[config.mk]
export PLATFORM = sky130hd
export DESIGN_NAME = keypad_scan_debounce_core
export DESIGN_NICKNAME = d
export VERILOG_FILES = /design/src/sv/kpsd_pkg.sv /design/src/sv/kpsd_lane.sv /design/src/sv/kpsd_merge.sv /design/src/sv/keypad_scan_debounce_core.sv
export VERILOG_INCLUDE_DIRS = /design/src /design/src/sv
export SDC_FILE = /design/constraint.sdc
export NUM_CORES = 1
export LEC_CHECK = 0
export ABC_AREA = 1
export BUFFER_PORTS_ARGS = -buffer_cell sky130_fd_sc_hd__buf_4
export CAP_MARGIN = 15
export CELL_PAD_IN_SITES_DETAIL_PLACEMENT = 1
export CELL_PAD_IN_SITES_GLOBAL_PLACEMENT = 2
export CORE_UTILIZATION = 39
export CTS_CLUSTER_SIZE = 14
export DETAILED_ROUTE_END_ITERATION = 12
export PLACE_DENSITY_LB_ADDON = 0.25
export SLEW_MARGIN = 0
export SYNTH_ARGS = -nofsm -noshare
export SYNTH_HDL_FRONTEND = slang
export SYNTH_SLANG_ARGS = --single-unit
[constraint.sdc]
create_clock -name clk -period 4.6 [get_ports clk]
set_input_delay 0.23 -clock clk [delete_from_list [all_inputs] [get_ports clk]]
set_output_delay 0.23 -clock clk [all_outputs]
set_load 0.01 [all_outputs]
[src/sv/keypad_scan_debounce_core_macros.svh]
// assertion macros shared by the keypad scan debounce modules
// expects clk and rst_n in the scope where a macro is used
`ifndef KEYPAD_SCAN_DEBOUNCE_CORE_MACROS_SVH
`define KEYPAD_SCAN_DEBOUNCE_CORE_MACROS_SVH

// same-cycle implication
`define KPSD_ASSERT_SAME(label, ante, cons, msg) \
    label: assert property (@(posedge clk) disable iff (!rst_n) (ante) |-> (cons)) \
        else $error(msg);

// next-cycle implication
`define KPSD_ASSERT_NEXT(label, ante, cons, msg) \
    label: assert property (@(posedge clk) disable iff (!rst_n) (ante) |=> (cons)) \
        else $error(msg);

`endif

[src/sv/kpsd_pkg.sv]
// shared types and constants for the keypad scan debounce core
// no dependencies
package kpsd_pkg;

    localparam int COLUMNS    = 7;
    localparam int KEY_COUNT  = 2 * COLUMNS;
    localparam int KEY_W      = $clog2(KEY_COUNT + 1);
    localparam int CNT_W      = 8;
    localparam int APB_ADDR_W = 2;
    localparam int APB_DATA_W = 32;

    typedef logic [KEY_W-1:0]   key_t;
    typedef logic [CNT_W-1:0]   cnt_t;
    typedef logic [COLUMNS-1:0] cols_t;
    typedef logic [KEY_COUNT-1:0] key_mask_t;
    typedef logic [APB_ADDR_W-1:0] apb_addr_t;
    typedef logic [APB_DATA_W-1:0] apb_data_t;

    localparam key_t      NONE_CODE     = key_t'(KEY_COUNT);
    localparam cnt_t      CONFIRM_RESET = cnt_t'(5);
    localparam apb_addr_t ADDR_CONFIRM  = apb_addr_t'(0);

    typedef struct packed {
        logic confirmed_next;
        logic fire;
    } lane_status_t;

endpackage

[src/sv/kpsd_lane.sv]
// one key lane: seen bit, hold counter and confirmed bit
// depends on kpsd_pkg and keypad_scan_debounce_core_macros.svh
`include "keypad_scan_debounce_core_macros.svh"
module kpsd_lane
(
    input  logic                   clk,
    input  logic                   rst_n,
    input  logic                   advance,
    input  logic                   level,
    input  kpsd_pkg::cnt_t         confirm_count,
    output logic                   confirmed,
    output kpsd_pkg::lane_status_t status
);
    import kpsd_pkg::*;

    logic seen_reg;
    logic seen_next;
    logic conf_reg;
    logic conf_next;
    cnt_t cnt_reg;
    cnt_t cnt_next;
    cnt_t cnt_inc;
    logic fire;

    assign cnt_inc = cnt_reg + cnt_t'(1);

    always_comb
    begin
        seen_next = seen_reg;
        conf_next = conf_reg;
        cnt_next  = cnt_reg;
        fire      = 1'b0;
        if (!level)
        begin
            seen_next = 1'b0;
            conf_next = 1'b0;
            cnt_next  = '0;
        end
        else if (!seen_reg)
        begin
            seen_next = 1'b1;
        end
        else if (!conf_reg)
        begin
            if (cnt_inc >= confirm_count)
            begin
                cnt_next  = '0;
                conf_next = 1'b1;
                fire      = 1'b1;
            end
            else
            begin
                cnt_next = cnt_inc;
            end
        end
    end

    always_ff @(posedge clk or negedge rst_n)
    begin
        if (!rst_n)
        begin
            seen_reg <= 1'b0;
            conf_reg <= 1'b0;
            cnt_reg  <= '0;
        end
        else if (advance)
        begin
            seen_reg <= seen_next;
            conf_reg <= conf_next;
            cnt_reg  <= cnt_next;
        end
    end

    assign confirmed             = conf_reg;
    assign status.confirmed_next = conf_next;
    assign status.fire           = fire;

    `KPSD_ASSERT_SAME(a_conf_needs_seen, conf_reg, seen_reg, "confirmed key without seen bit")
    `KPSD_ASSERT_NEXT(a_low_clears, advance && !level, (cnt_reg == '0) && !conf_reg && !seen_reg,
        "low level did not clear the lane")

endmodule

[src/sv/kpsd_merge.sv]
// merge stage: picks the highest newly confirmed key and holds the recent key
// depends on kpsd_pkg
module kpsd_merge
(
    input  logic                                         clk,
    input  logic                                         rst_n,
    input  logic                                         advance,
    input  kpsd_pkg::lane_status_t [kpsd_pkg::KEY_COUNT-1:0] status,
    output kpsd_pkg::key_t                               last_key
);
    import kpsd_pkg::*;

    key_t recent_reg;
    key_t recent_next;
    key_t fire_idx;
    logic any_fire;
    logic any_conf;

    always_comb
    begin
        fire_idx = '0;
        any_fire = 1'b0;
        any_conf = 1'b0;
        for (int k = 0; k < KEY_COUNT; k++)
        begin
            if (status[k].fire)
            begin
                fire_idx = key_t'(k);
                any_fire = 1'b1;
            end
            if (status[k].confirmed_next)
            begin
                any_conf = 1'b1;
            end
        end
        if (!any_conf)
        begin
            recent_next = NONE_CODE;
        end
        else if (any_fire)
        begin
            recent_next = fire_idx;
        end
        else
        begin
            recent_next = recent_reg;
        end
    end

    always_ff @(posedge clk or negedge rst_n)
    begin
        if (!rst_n)
        begin
            recent_reg <= NONE_CODE;
        end
        else if (advance)
        begin
            recent_reg <= recent_next;
        end
    end

    assign last_key = recent_reg;

endmodule

[src/sv/keypad_scan_debounce_core.sv]
// keypad scan debounce core: 14 key lanes, merge stage, apb register, output valid
// depends on kpsd_pkg, kpsd_lane, kpsd_merge and keypad_scan_debounce_core_macros.svh
// a result beat appears in the cycle after its input beat is accepted
// throughput: one beat per cycle unless out_ready stalls the output, all key lanes update in the same cycle
// a new beat is taken while the output beat is taken in the same cycle
// reset: lanes cleared, last key reads none, confirm_count returns to 5
`include "keypad_scan_debounce_core_macros.svh"
module keypad_scan_debounce_core
(
    input  logic                clk,
    input  logic                rst_n,
    input  logic                psel,
    input  logic                penable,
    input  logic                pwrite,
    input  kpsd_pkg::apb_addr_t paddr,
    input  kpsd_pkg::apb_data_t pwdata,
    output kpsd_pkg::apb_data_t prdata,
    output logic                pready,
    input  logic                in_valid,
    output logic                in_ready,
    input  kpsd_pkg::cols_t     row_one_columns,
    input  kpsd_pkg::cols_t     row_two_columns,
    output logic                out_valid,
    input  logic                out_ready,
    output kpsd_pkg::key_mask_t confirmed_mask,
    output kpsd_pkg::key_t      last_key
);
    import kpsd_pkg::*;

    cnt_t         confirm_count_reg;
    logic         out_valid_reg;
    logic         out_valid_next;
    logic         advance;
    key_mask_t    levels;
    lane_status_t [KEY_COUNT-1:0] status;

    // apb register
    assign pready = 1'b1;

    always_ff @(posedge clk or negedge rst_n)
    begin
        if (!rst_n)
        begin
            confirm_count_reg <= CONFIRM_RESET;
        end
        else if (psel && penable && pwrite && (paddr == ADDR_CONFIRM))
        begin
            confirm_count_reg <= pwdata[CNT_W-1:0];
        end
    end

    assign prdata = (paddr == ADDR_CONFIRM) ? apb_data_t'(confirm_count_reg) : '0;

    // beat handshake
    assign in_ready = !out_valid_reg || out_ready;
    assign advance  = in_valid && in_ready;

    always_comb
    begin
        out_valid_next = out_valid_reg;
        if (advance)
        begin
            out_valid_next = 1'b1;
        end
        else if (out_ready)
        begin
            out_valid_next = 1'b0;
        end
    end

    always_ff @(posedge clk or negedge rst_n)
    begin
        if (!rst_n)
        begin
            out_valid_reg <= 1'b0;
        end
        else
        begin
            out_valid_reg <= out_valid_next;
        end
    end

    assign out_valid = out_valid_reg;
    assign levels    = {row_two_columns, row_one_columns};

    for (genvar k = 0; k < KEY_COUNT; k++)
    begin : g_lane
        kpsd_lane u_lane
        (
            .clk           (clk),
            .rst_n         (rst_n),
            .advance       (advance),
            .level         (levels[k]),
            .confirm_count (confirm_count_reg),
            .confirmed     (confirmed_mask[k]),
            .status        (status[k])
        );
    end

    kpsd_merge u_merge
    (
        .clk      (clk),
        .rst_n    (rst_n),
        .advance  (advance),
        .status   (status),
        .last_key (last_key)
    );

    `KPSD_ASSERT_SAME(a_key_needs_mask, last_key != NONE_CODE, confirmed_mask != '0,
        "last key set with empty confirmed mask")
    `KPSD_ASSERT_SAME(a_key_range, 1'b1, last_key <= NONE_CODE, "last key out of range")
    `KPSD_ASSERT_SAME(a_ready_when_empty, !out_valid, in_ready, "input stalled with output empty")

endmodule
-- After elaboration in Yosys (flattened, before gate mapping)
Index checks and enable logic that the tools add are counted.
- register bits: 153
- latch bits: 0
- RAM bits: 0
- memory bits (read-only): 0
- input bits: 55
- word-level logic and storage cells: 339
- memories kept: 0
- add/sub/neg operators: 14
- multiply operators: 0
- div/mod/pow operators: 0
- order comparisons: 14
- eq/ne operators: 29
- shift-type cells: 0
- muxes and demuxes: 214
- bitwise operators: 0
- reductions and logical operators: 23
- operators with widths (operator ; number):
    8-bit 2-to-1 mux ; 57
    1-bit 2-to-1 mux ; 143
    8-bit by 1-bit adder with 8-bit output, second input constant ; 14
    8-bit greater-or-equal comparator ; 14
    3-bit AND reduction ; 14
    4-bit 2-to-1 mux ; 8
    2-bit by 1-bit != test with 1-bit output, second input constant ; 15
    2-bit != test, second input constant ; 14
    3-bit 2-to-1 mux ; 4
    1-bit logical AND ; 4
    2-bit 2-to-1 mux ; 2
    2-bit zero test ; 1
    2-bit AND reduction ; 1
    2-bit nonzero test ; 1
    1-bit zero test ; 1
    1-bit logical OR ; 1

-- Depth between registers and ports, before layout
Gate-level depths: netlist (run 1).
- word-level depth: 22
- mapped depth: 27
- depth with buffers taken out: 27

-- Modules after synthesis
From an unflattened synthesis (run 1), not the netlist that was laid out.
- cell total of the unflattened synthesis: 1775
- area, all modules: 12769.7 sq um
- modules (own cells, without submodules) (module ; times used ; cells each ; area each (sq um)):
    kpsd_lane at g_lane[0].u_lane ... ; 13 ; 116 ; 832.0
    kpsd_lane at g_lane[9].u_lane ; 1 ; 114 ; 845.8
    keypad_scan_debounce_core ; 1 ; 87 ; 665.6
    kpsd_merge ; 1 ; 66 ; 441.7

-- Worst setup path after synthesis (run 1)
Ideal clock, no wire load.
- path type: flip-flop to flip-flop
- from: register g_lane[13].u_lane.cnt_reg[2]
- to: register u_merge.recent_reg[0] (netlist: u_merge.last_key[0])
- arrival time: 2.681 ns
- slack: 1.802 ns
- stages on the path, launching flop included: 22
- buffers on the path: 0
- cells stage by stage: dfrtp_1 inv_1 nor3_1 nand3_1 nor3_1 xor2_1 inv_1 ha_1 nand2_1 nor2_1 nand4_1 nand3_2 inv_2 o21ai_1 nand2_1 nand2_1 nand3b_1 nor2_4 nor2_2 nor2_4 nand2_1 nand2_1
- longest elaborated chain between the ends: 9
- RTL lines (item ; line ; RTL):
    start: declaration ; kpsd_lane.sv:20 ; cnt_t cnt_reg;
    start signal: assignment ; kpsd_lane.sv:70 ; cnt_reg <= cnt_next;
    8-bit by 1-bit adder with 8-bit output (*) ; kpsd_lane.sv:25 ; assign cnt_inc = cnt_reg + cnt_t'(1);
    8-bit greater-or-equal comparator (*) ; kpsd_lane.sv:45 ; if (cnt_inc >= confirm_count)
    1-bit 2-to-1 mux (*) ; kpsd_lane.sv:45 ;
    1-bit 2-to-1 mux ; kpsd_lane.sv:43 ; else if (!conf_reg)
    1-bit 2-to-1 mux ; kpsd_lane.sv:39 ; else if (!seen_reg)
    1-bit 2-to-1 mux ; kpsd_lane.sv:33 ; if (!level)
    1-bit 2-to-1 mux, or another cell as far along ; kpsd_merge.sv:31 ; if (status[k].confirmed_next)
    2-bit by 1-bit != test with 1-bit output (no line) / 4-bit 2-to-1 mux (equally long branches) ; -- ;
    2-bit AND reduction (no line) / 4-bit 2-to-1 mux (equally long branches) ; -- ;
    end signal: assignment ; kpsd_merge.sv:58 ; recent_reg <= recent_next;
    end: declaration ; kpsd_merge.sv:13 ; key_t recent_reg;
Mark *: on every way between the ends. The rest lies on a longest branch, timed or not. The select of a mux whose other input is x is not followed.
A chain may end at the register's enable or synchronous reset.

-- Worst setup path after layout (run 1)
- from: register g_lane[12].u_lane.cnt_reg[2]
- to: register u_merge.recent_reg[3] (netlist: u_merge.last_key[3])
- longest elaborated chain between the ends: 10
- RTL lines (item ; line):
    start: declaration ; kpsd_lane.sv:20
    start signal: assignment ; kpsd_lane.sv:70
    8-bit by 1-bit adder with 8-bit output (*) ; kpsd_lane.sv:25
    8-bit greater-or-equal comparator (*) ; kpsd_lane.sv:45
    1-bit 2-to-1 mux (*) ; kpsd_lane.sv:45
    1-bit 2-to-1 mux ; kpsd_lane.sv:43
    1-bit 2-to-1 mux ; kpsd_lane.sv:39
    1-bit 2-to-1 mux ; kpsd_lane.sv:33
    1-bit 2-to-1 mux, or another cell as far along (2 in a row) ; kpsd_merge.sv:31
    2-bit by 1-bit != test with 1-bit output (no line) / 4-bit 2-to-1 mux (equally long branches) ; --
    2-bit AND reduction (no line) / 4-bit 2-to-1 mux (equally long branches) ; --
Marked as above.

==> results of run 1 <==
==> report_power, final <==
group / total [mW] / internal (mW) / leakage [nW] / switching, mW
Sequential: 1.53 / 1.44 / 2.06 / 0.0904
Combinational: 0.863 / 0.294 / 4.36 / 0.569
Clock: 1.44 / 0.808 / 0.275 / 0.635
Total: 3.83 / 2.54 / 6.69 / 1.29
==> what timing repair did <==
action | in CTS | in global routing
hold endpoints to repair | 82 | 0
endpoints found under the setup margin | 0 | 0
hold buffers | 1 | 0
==> routing by layer <==
layer	global-route usage	vias up
met2	0.387	123
met4	0.0595	0
met1	0.294	4567
li1	-	4635
met3	0.0347	27
met5	0	-
==> final timing paths <==
check | endpoint | slack [ns] | from | cells after the start
setup / recovery | u_merge.last_key[3] | 1.10 | g_lane[12].u_lane.cnt_reg[2] | 17
hold / removal | g_lane[4].u_lane.seen_reg | 0.02 | row_one_columns[4] | 3
setup reg to reg | u_merge.last_key[3] | 1.10 | g_lane[12].u_lane.cnt_reg[2] | 17
hold reg to reg | u_merge.last_key[2] | 0.48 | u_merge.last_key[2] | 2
max in group asynchronous | g_lane[13].u_lane.seen_reg | 3.04 | rst_n | 3
min in group asynchronous | g_lane[11].u_lane.cnt_reg[4] | 0.43 | rst_n | 2
==> logic make-up (layout without fill, tap and decap cells) <==
family / after synthesis / after routing / share of synthesized area
adder cells (fa/ha/maj): 126 / 126 / 0.144
AO/OA/AOI/OAI: 243 / 243 / 0.133
buffers and inverters: 318 / 372 / 0.122
other: 2 / 25 / 0.000684
multiplexers: 1 / 1 / 0.000912
flip-flops: 153 / 153 / 0.349
AND/OR/NAND/NOR: 469 / 469 / 0.190
XOR/XNOR: 76 / 76 / 0.0607
==> final cells by class <==
| class | instances | area share |
|---|---|---|
| multi-input combinational | 940 | 0.478 |
| clock buffer | 20 | 0.0354 |
| inverter | 270 | 0.0823 |
| clock inverter | 12 | 0.0118 |
| timing repair buffer | 70 | 0.0432 |
| tap | 378 | 0.0384 |
| sequential | 153 | 0.311 |
==> through the flow <==
| stage | std cells | util | worst slack, ns | total power, mW |
|---|---|---|---|---|
| floorplan | 1411 | - | 1.80 | 2.07 |
| global placement | 1810 | 0.423 | 1.28 | 2.38 |
| detailed placement | 1810 | 0.423 | 1.10 | 2.43 |
| CTS | 1843 | 0.445 | 1.08 | 3.90 |
| global route | 1843 | 0.445 | 0.786 | 4.08 |
| finish | 1843 | 0.445 | 1.10 | 3.83 |
==> worst register-to-register path, delay by kind of cell (launching register included) <==
kind / cells / cell delay, ns
fa+ha+maj: 1 / 0.31
flops: 1 / 0.39
compound gates: 2 / 0.44
buf+inv: 1 / 0.08
xor+xnor: 1 / 0.29
simple gates: 12 / 1.96
==> cell usage in the layout (no fill, tap or decap), types with 4 or more instances in the layout <==
cell type  count
a21oi_1       66
a32o_1         5
buf_4         68
clkbuf_16     17
clkinv_4       6
conb_1        25
dfrtp_1      148
dfstp_2        5
ha_1         126
inv_1        264
inv_2          5
nand2_1      235
nand3_1       65
nand3_2        9
nand4_1       29
nor2_1        89
nor3_1        27
o21a_1         8
o21ai_0       98
o21ai_1        9
o22ai_1        6
o31ai_1        4
o32ai_1       38
xor2_1        75
==> impl_metrics.yaml, run 1 <==
floorplanning:
  die-area_sq_mm: 0.0288
  die_h_um: 170
  initial_utilization: 0.396
  io_pins: 108
  core_sq_mm: 0.0277
  die_w_um: 170
  rows: 61
synth:
  async_flop_share: 1.00
  yosysTopAreaCell: "dfrtp_1"
  synth_seq_cells: 153
  ys_types: 40
  yosysSeqAreaShare: 0.349
  avgSynthCellArea_sq_um: 7.91
  synth_most_common_cell: "inv_1"
  synth_edf_count: 0
  yosys.area.top_type_share: 0.337
  synthTopCellsByCount: "inv_1, nand2_1, dfrtp_1"
  synthesis.area_sq_mm: 0.0110
  ys_dominant_reg_cell: "dfrtp_1"
  synthTopCellsByArea: "dfrtp_1, ha_1, inv_1"
  yosysWarnings: 0
  netlist_instances: 1388
global_routing:
  grt_pass1_vias: 9879
  grt_max_degree: 87
  grt_overflow: 0
  grtUsageTotal: 0.226
  grt_pass1_wl_um: 50600
  antenna_found_initial: 0
detailed_routing:
  via_per_inst: 5.07
  met1Wirelength_um: 14300
  met2_length_um: 14700
  antenna_left: 0
  first_pass_iters: 4
  wl_um: 30400
  highest_layer: "met4"
  route.met3.wl_um: 894
  wl_per_cell_um: 16.5
  routed-via-count: 9352
  drt-initial-drc-count: 309
  drcViolationCount: 0
clock_tree:
  insertion_delay_ns: 0.44
  numCtsBuffers: 17
  ctsResizeCount: 0
  h-tree-depth: 4
  cts.clk_slew.worst_paths_ns: 0.07
  cts_setup_buffers: 0
  clockRootBuffer: "clkbuf_16"
  cts_tree: "built"
  cts.sinks: 153
  clock_tree.buffer_depth: 2
placement:
  port_buffers: 58
  place_area_sq_mm: 0.0117
  routabilityCongestion: 0.795
  hpwl_um: 22400
sta:
  max_freq_ghz: 0.286
  min_period_ns: 3.50
  rsz0062_at_grt: "no"
  slew_headroom: 0.392
  tightestPinTransition_ns: 0.911
  tns_ns: 0
  period_share: 0.761
  drv_slew: 0
  clock_skew_ns: 0.0122
  hold_viol: 0
  setup_violations: 0
  whs_ns: 0.0237
worst_setup_path:
  end_kind: "register"
  crit_buf_inv: 1
  criticalPathCategory: "register to register"
  worst_ep_required_time_ns: 4.98
  crit_slowest_cell: "dfrtp_1"
  crit_chain: "inv_1, nor3_1, nand3_1, nor3_1, xor2_1, ha_1, nand2_1, nor2_1, a211oi_2, nand3_2, nand2_1, nand2_1, nor2_2, nand4_2, o21ai_2, nand2_1, nand2_1"
  crit_path_start_kind: "register"
  critPathMostFrequentCell: "nand2_1"
  cp_top_family: "simple AND/OR/NAND/NOR gates"
  slowest_delay_ns: 0.39
  crit_fanout: 7
  cp_data_arrival_time_ns: 3.88
cells_and_area:
  diodes: 0
  drive_gt1_frac: 0.0908
  largest_reg_flops: 112
  area_growth_pct: 12.3
  final-seq-area_sq_mm: 0.00383
  final_area_sq_mm: 0.0123
  multi_input_area_sq_mm: 0.00589
  finalNetCount: 1633
  fillCellCount: 3422
run_status:
  status: "completed"
pwr:
  power.leakage_nw: 6.69
  ir_drop_mv: 0.222
  p_per_area_mw_per_mm2: 311
min_path:
  hold_class: "input port to register"
flow_run:
  maxCapViolCount: 0
No activity file was read; power rests on OpenSTA's default activity.
==> run 2, diff against run 1 <==
Settings changed: CORE_UTILIZATION 39 to 32.
Clock period 4.6 ns to 3.1 ns, I/O delays scaled along.
==> impl_metrics.yaml, run 2 (synthesis results as in run 1) <==
detailed_routing:
  first_pass_iters: 4
  wl_um: 32700
  antenna_left: 0
  routed-via-count: 9702
  wl_per_cell_um: 16.2
  via_per_inst: 4.80
  drt-initial-drc-count: 274
  drcViolationCount: 0
placement:
  port_buffers: 58
  place_area_sq_mm: 0.0123
  hpwl_um: 24000
  routabilityCongestion: 0.774
worst_setup_path:
  rrSetupSlack_ns: 0.05
  worst_ep_required_time_ns: 3.48
  cp_data_arrival_time_ns: 3.43
  critPathMostFrequentCell: "nand2_1"
  cp_top_family: "simple AND/OR/NAND/NOR gates"
  crit_fanout: 4
  criticalPathCategory: "register to register"
  crit_chain: "nand3_2, nor3_2, nand2_1, xor2_2, inv_2, ha_4, nand2_2, inv_2, nor2_2, o21a_1, and2_4, nor2_2, o21ai_2, nand2_1, nor2_2, nand4_1, nor2_4, nor2_4, nor2_4, nand2_1, nand2_1"
  end_kind: "register"
  crit_path_start_kind: "register"
  crit_buf_inv: 2
  slowest_delay_ns: 0.39
  crit_slowest_cell: "dfrtp_1"
global_routing:
  grt_overflow: 0
  top_usage_layer: "met2"
  grt_pass1_wl_um: 52300
  use_met2: 0.330
  use_met1: 0.245
  use_met3: 0.0340
  grt_pass1_vias: 10100
  grtUsageTotal: 0.190
  antenna_found_initial: 2
  grt_max_degree: 71
sta:
  rsz0062_at_grt: "yes"
  drv_slew: 0
  min_period_ns: 3.05
  hold_viol: 0
  max_freq_ghz: 0.328
  tns_ns: 0
  tightestPinTransition_ns: 0.784
  clock_skew_ns: 0.00982
  slew_headroom: 0.472
  setup_violations: 0
  period_share: 0.983
clock_tree:
  cts.sinks: 153
  clock_tree.buffer_depth: 2
  insertion_delay_ns: 0.44
  cts_tree: "built"
  h-tree-depth: 4
  cts.clk_slew.worst_paths_ns: 0.07
  clockRootBuffer: "clkbuf_16"
  numCtsBuffers: 17
floorplanning:
  initial_utilization: 0.326
  die_h_um: 187
  io_pins: 108
  die-area_sq_mm: 0.0350
  die_w_um: 187
  rows: 67
  core_sq_mm: 0.0336
pwr:
  finalPower_mw: 5.97
  ir_drop_mv: 0.398
  power.leakage_nw: 7.39
  p_per_area_mw_per_mm2: 430
cells_and_area:
  fillCellCount: 4011
  diodes: 0
  largest_reg_flops: 112
  final_common_cell: "inv_1"
  area_growth_pct: 26.5
  drive_gt1_frac: 0.203
  final_area_sq_mm: 0.0139
  finalNetCount: 1743
  final_cell_mix: "inv_1, nand2_1, buf_4"
flow_run:
  maxCapViolCount: 0
run_status:
  status: "completed"
min_path:
  hold_class: "input port to register"
## run 2: cell types whose count changed in the layout (fill, tap and decap cells not counted), moves of 9 or more
| cell | change |
|---|---|
| xor2_2 | +11 |
| xor2_1 | -12 |
| nor3_1 | -22 |
| nand3_2 | +10 |
| nand3_1 | -11 |
| buf_4 | +89 |
| nor3_2 | +15 |
| nand2_1 | -9 |
| dlygate4sd3_1 | +14 |
| ha_1 | -11 |
## run 2: path summary, 6_finish.rpt
kind                                          endpoint                         from  depth (start not counted)
min                          g_lane[8].u_lane.seen_reg           row_two_columns[1]                          3
max                                u_merge.last_key[1]  g_lane[1].u_lane.cnt_reg[0]                         21
min reg2reg                  g_lane[8].u_lane.seen_reg    g_lane[8].u_lane.seen_reg                          2
min in group asynchronous  g_lane[2].u_lane.cnt_reg[2]                        rst_n                          2
max reg2reg                        u_merge.last_key[1]  g_lane[1].u_lane.cnt_reg[0]                         21
max in group asynchronous          u_merge.last_key[3]                        rst_n                          3
## run 2: final cells by class
cell class,count,area [sq um],share of cell area
Timing Repair Buffer,180,1460,0.105
Multi-Input combinational cell,940,6410,0.462
Inverter,270,1010,0.0730
Clock buffer,19,443,0.0319
Sequential cell,153,3840,0.276
Clock inverter,10,153,0.0110
Tap cell,448,561,0.0404
## run 2: tightest hold or removal path, stage by stage
cell     delay, ns
buf_4         0.08
inv_1         0.05
o21ai_0       0.14
## run 2: metrics by stage
stage	cells	utilization	setup WS [ns]	hold WS, ns
after CTS	1981	0.390	0.00635	0.0181
after global routing	2020	0.413	-0.184	0.0217
after detailed placement	1937	0.366	-0.0348	0.166
after global placement	1937	0.366	-0.0394	0.167
after floorplan	1411	-	0.302	-0.141
final	2020	0.413	0.0531	0.0314
## run 2: what timing repair did
| item | 4_1_cts | 5_1_grt |
|---|---|---|
| endpoints found under the hold margin | 66 | 0 |
| gates resized for setup | 9 | 100 |
| pin swaps | 0 | 74 |
| buffers inserted | 0 | 39 |
| hold buffers | 15 | 0 |
| endpoints found under the setup margin | 4 | 6 |
## run 2: layer usage
metal,routed length (um),vias to the layer above,share of wire
met5,8,-,0.00024
met4,253,2,0.0077
met3,888,15,0.027
met2,16300,103,0.50
met1,15300,4739,0.47
li1,-,4843,-
## run 2: power breakdown
part	total, mW	switching (mW)	internal [mW]	leakage [nW]
clock network	2.23	0.879	1.35	0.294
registers	2.25	0.113	2.13	2.05
logic	1.50	0.935	0.563	5.04
total	5.97	1.93	4.04	7.39
==> run 3, diff against run 2 <==
Settings changed: ABC_AREA 1 to not set, CORE_UTILIZATION 32 to 34.
==> impl_metrics.yaml, run 3 <==
floorplanning:
  die-area_sq_mm: 0.0332
  die_w_um: 182
  io_pins: 108
  initial_utilization: 0.348
  die_h_um: 182
  core_sq_mm: 0.0317
  rows: 65
worst_setup_path:
  crit_chain: "and3_4, and3_4, and3_4, xor2_4, ha_4, a21oi_2, nor2_1, o21ai_1, nand4_1, nor4_2, o211ai_1, nor4_4, o31a_1"
  crit_slowest_cell: "nor4_4"
  slowest_delay_ns: 0.42
  crit_buf_inv: 0
  rrSetupSlack_ns: 0.03
  end_kind: "register"
  cp_data_arrival_time_ns: 3.47
  worst_ep_required_time_ns: 3.49
  reg2reg_to: "u_merge.last_key[1]"
  criticalPathCategory: "register to register"
  crit_fanout: 4
  critPathMostFrequentCell: "and3_4"
  rr_worst_depth: 13
  crit_path_start_kind: "register"
  reg2reg_from: "g_lane[12].u_lane.cnt_reg[1]"
  cp_top_family: "simple AND/OR/NAND/NOR gates"
synth:
  synth_seq_cells: 153
  netlist_instances: 1252
  avgSynthCellArea_sq_um: 8.81
  yosysWarnings: 0
  ys_dominant_reg_cell: "dfrtp_1"
  synthTopCellsByArea: "dfrtp_1, ha_1, nand2_1"
  synthesis.area_sq_mm: 0.0110
  async_flop_share: 1.00
  synthTopCellsByCount: "nand2_1, dfrtp_1, ha_1"
  synth_edf_count: 0
  yosysSeqAreaShare: 0.348
  ys_types: 71
  yosys.area.top_type_share: 0.336
  synth_most_common_cell: "nand2_1"
  yosysTopAreaCell: "dfrtp_1"
global_routing:
  grt_overflow: 0
  antenna_found_initial: 0
  grtUsageTotal: 0.210
  grt_pass1_wl_um: 54400
  grt_max_degree: 64
  grt_pass1_vias: 10200
clock_tree:
  clockRootBuffer: "clkbuf_16"
  insertion_delay_ns: 0.46
  cts_tree: "built"
  numCtsBuffers: 17
  h-tree-depth: 4
  clock_tree.buffer_depth: 2
  cts.sinks: 153
  cts.clk_slew.worst_paths_ns: 0.07
detailed_routing:
  wl_per_cell_um: 18.4
  drcViolationCount: 0
  antenna_left: 0
  drt-initial-drc-count: 371
  via_per_inst: 5.27
  wl_um: 34200
  first_pass_iters: 4
  routed-via-count: 9779
min_path:
  whs_endpoint: "out_valid"
  min_from: "out_ready"
  hold_depth: 3
  hold_class: "input port to register"
cells_and_area:
  final-seq-area_sq_mm: 0.00384
  final_common_cell: "nand2_1"
  drive_gt1_frac: 0.225
  finalNetCount: 1621
  fillCellCount: 3672
  multi_input_area_sq_mm: 0.00731
  largest_reg_flops: 112
  final_cell_mix: "nand2_1, buf_4, dfrtp_1"
  utilization: 0.445
  area_growth_pct: 27.9
  diodes: 0
pwr:
  ir_drop_mv: 0.427
  intPower_mw: 4.49
  p_comb_frac: 0.349
  seq_power_share: 0.335
  clockPowerShare: 0.316
  power.leakage_nw: 7.03
  switching_share: 0.358
  p_per_area_mw_per_mm2: 496
  switchingPower_mw: 2.50
placement:
  pre_cts_ws_ns: -0.163
  routabilityCongestion: 0.811
  port_buffers: 58
  hpwl_um: 24300
sta:
  max_freq_ghz: 0.325
  clock_skew_ns: 0.00959
  final.setup.worst_slack_ns: 0.0251
  drv_slew: 0
  period_share: 0.992
  tightestPinTransition_ns: 0.714
  setup_violations: 0
  hold_viol: 0
  min_period_ns: 3.07
  slew_headroom: 0.524
  rsz0062_at_grt: "yes"
flow_run:
  maxCapViolCount: 0
run_status:
  status: "completed"
[run 3: cell count changes after synthesis, moves of 36 or more]
cell and delta:
inv_1 -223, nand2b_1 +56, nand2_1 -50, xnor2_1 +41, and3_1 +40, o32ai_1 -37
a21oi_1 -36
[run 3: worst min-delay path: stages]
cell and delay [ns]:
buf_4 0.07, nand2b_1 0.15, nand2b_1 0.07
[run 3: cell type report]
class                   count  area share
multi-input cells        1021       0.518
inverters                  41      0.0109
well taps                 402      0.0356
clock buffers              20      0.0324
flip-flops and latches    153       0.272
repair buffers            206       0.121
clock inverters            12      0.0100
[run 3: cells by family after synthesis]
logic type                 Yosys count  synth area share
and+or+nand+nor                    500             0.218
AOI/OAI and AO/OA                  277             0.168
DFF                                153             0.348
adders and majority gates          126             0.143
buffers and inverters              101            0.0476
xor gates and xnor gates            84            0.0667
muxes                                9           0.00918
other                                2          0.000681
[run 3: what timing repair did]
| item | 4_1_cts | 5_1_grt |
|---|---|---|
| hold buffers | 24 | 0 |
| resized for setup | 17 | 95 |
| hold endpoints to repair | 96 | 0 |
| setup buffers | 2 | 18 |
| endpoints found under the setup margin | 6 | 40 |
| pin swaps | 8 | 55 |
[run 3: routing by layer]
layer | vias up | wire length, um | GRT usage
li1 | 4783 | - | -
met1 | 4870 | 16200 | 0.272
met2 | 84 | 16600 | 0.358
met3 | 42 | 601 | 0.0347
met4 | 0 | 747 | 0.0655
met5 | - | 0 | 0
[run 3: through the flow]
stage / cells / instance area (sq um) / hold WS (ns) / power (mW) / setup TNS (ns)
final: 1855 / 14100 / 0.0331 / 6.99 / 0
after CTS: 1837 / 13500 / 0.0146 / 6.90 / 0
after floorplan: 1275 / 11100 / -0.141 / 3.62 / 0
after global placement: 1779 / 12500 / 0.212 / 4.52 / -0.311
after detailed placement: 1779 / 12500 / 0.224 / 4.59 / -0.553
after global routing: 1855 / 14100 / 0.0631 / 7.43 / -0.716
[run 3: power groups by stage]
| stage | logic, mW | clock network, mW | registers [mW] |
|---|---|---|---|
| after floorplan | 1.26 | 0 | 2.36 |
| final | 2.44 | 2.21 | 2.34 |
| after CTS | 2.28 | 2.28 | 2.34 |
| after global routing | 2.73 | 2.33 | 2.37 |
| after global placement | 2.14 | 0 | 2.38 |
| after detailed placement | 2.21 | 0 | 2.38 |
[run 3: worst max path at each step]
stage | startpoint | endpoint | slack [ns] | depth (start not counted)
finish | g_lane[12].u_lane.cnt_reg[1] | u_merge.last_key[1] | 0.03 | 13
global route | g_lane[8].u_lane.cnt_reg[0] | u_merge.last_key[0] | -0.18 | 13
CTS | g_lane[4].u_lane.cnt_reg[0] | u_merge.last_key[1] | 0.0006 | 12
detailed placement | g_lane[1].u_lane.cnt_reg[0] | u_merge.last_key[0] | -0.16 | 13
global placement | g_lane[6].u_lane.cnt_reg[0] | u_merge.last_key[2] | -0.08 | 12
floorplan | g_lane[9].u_lane.cnt_reg[0] | u_merge.last_key[1] | 0.12 | 12
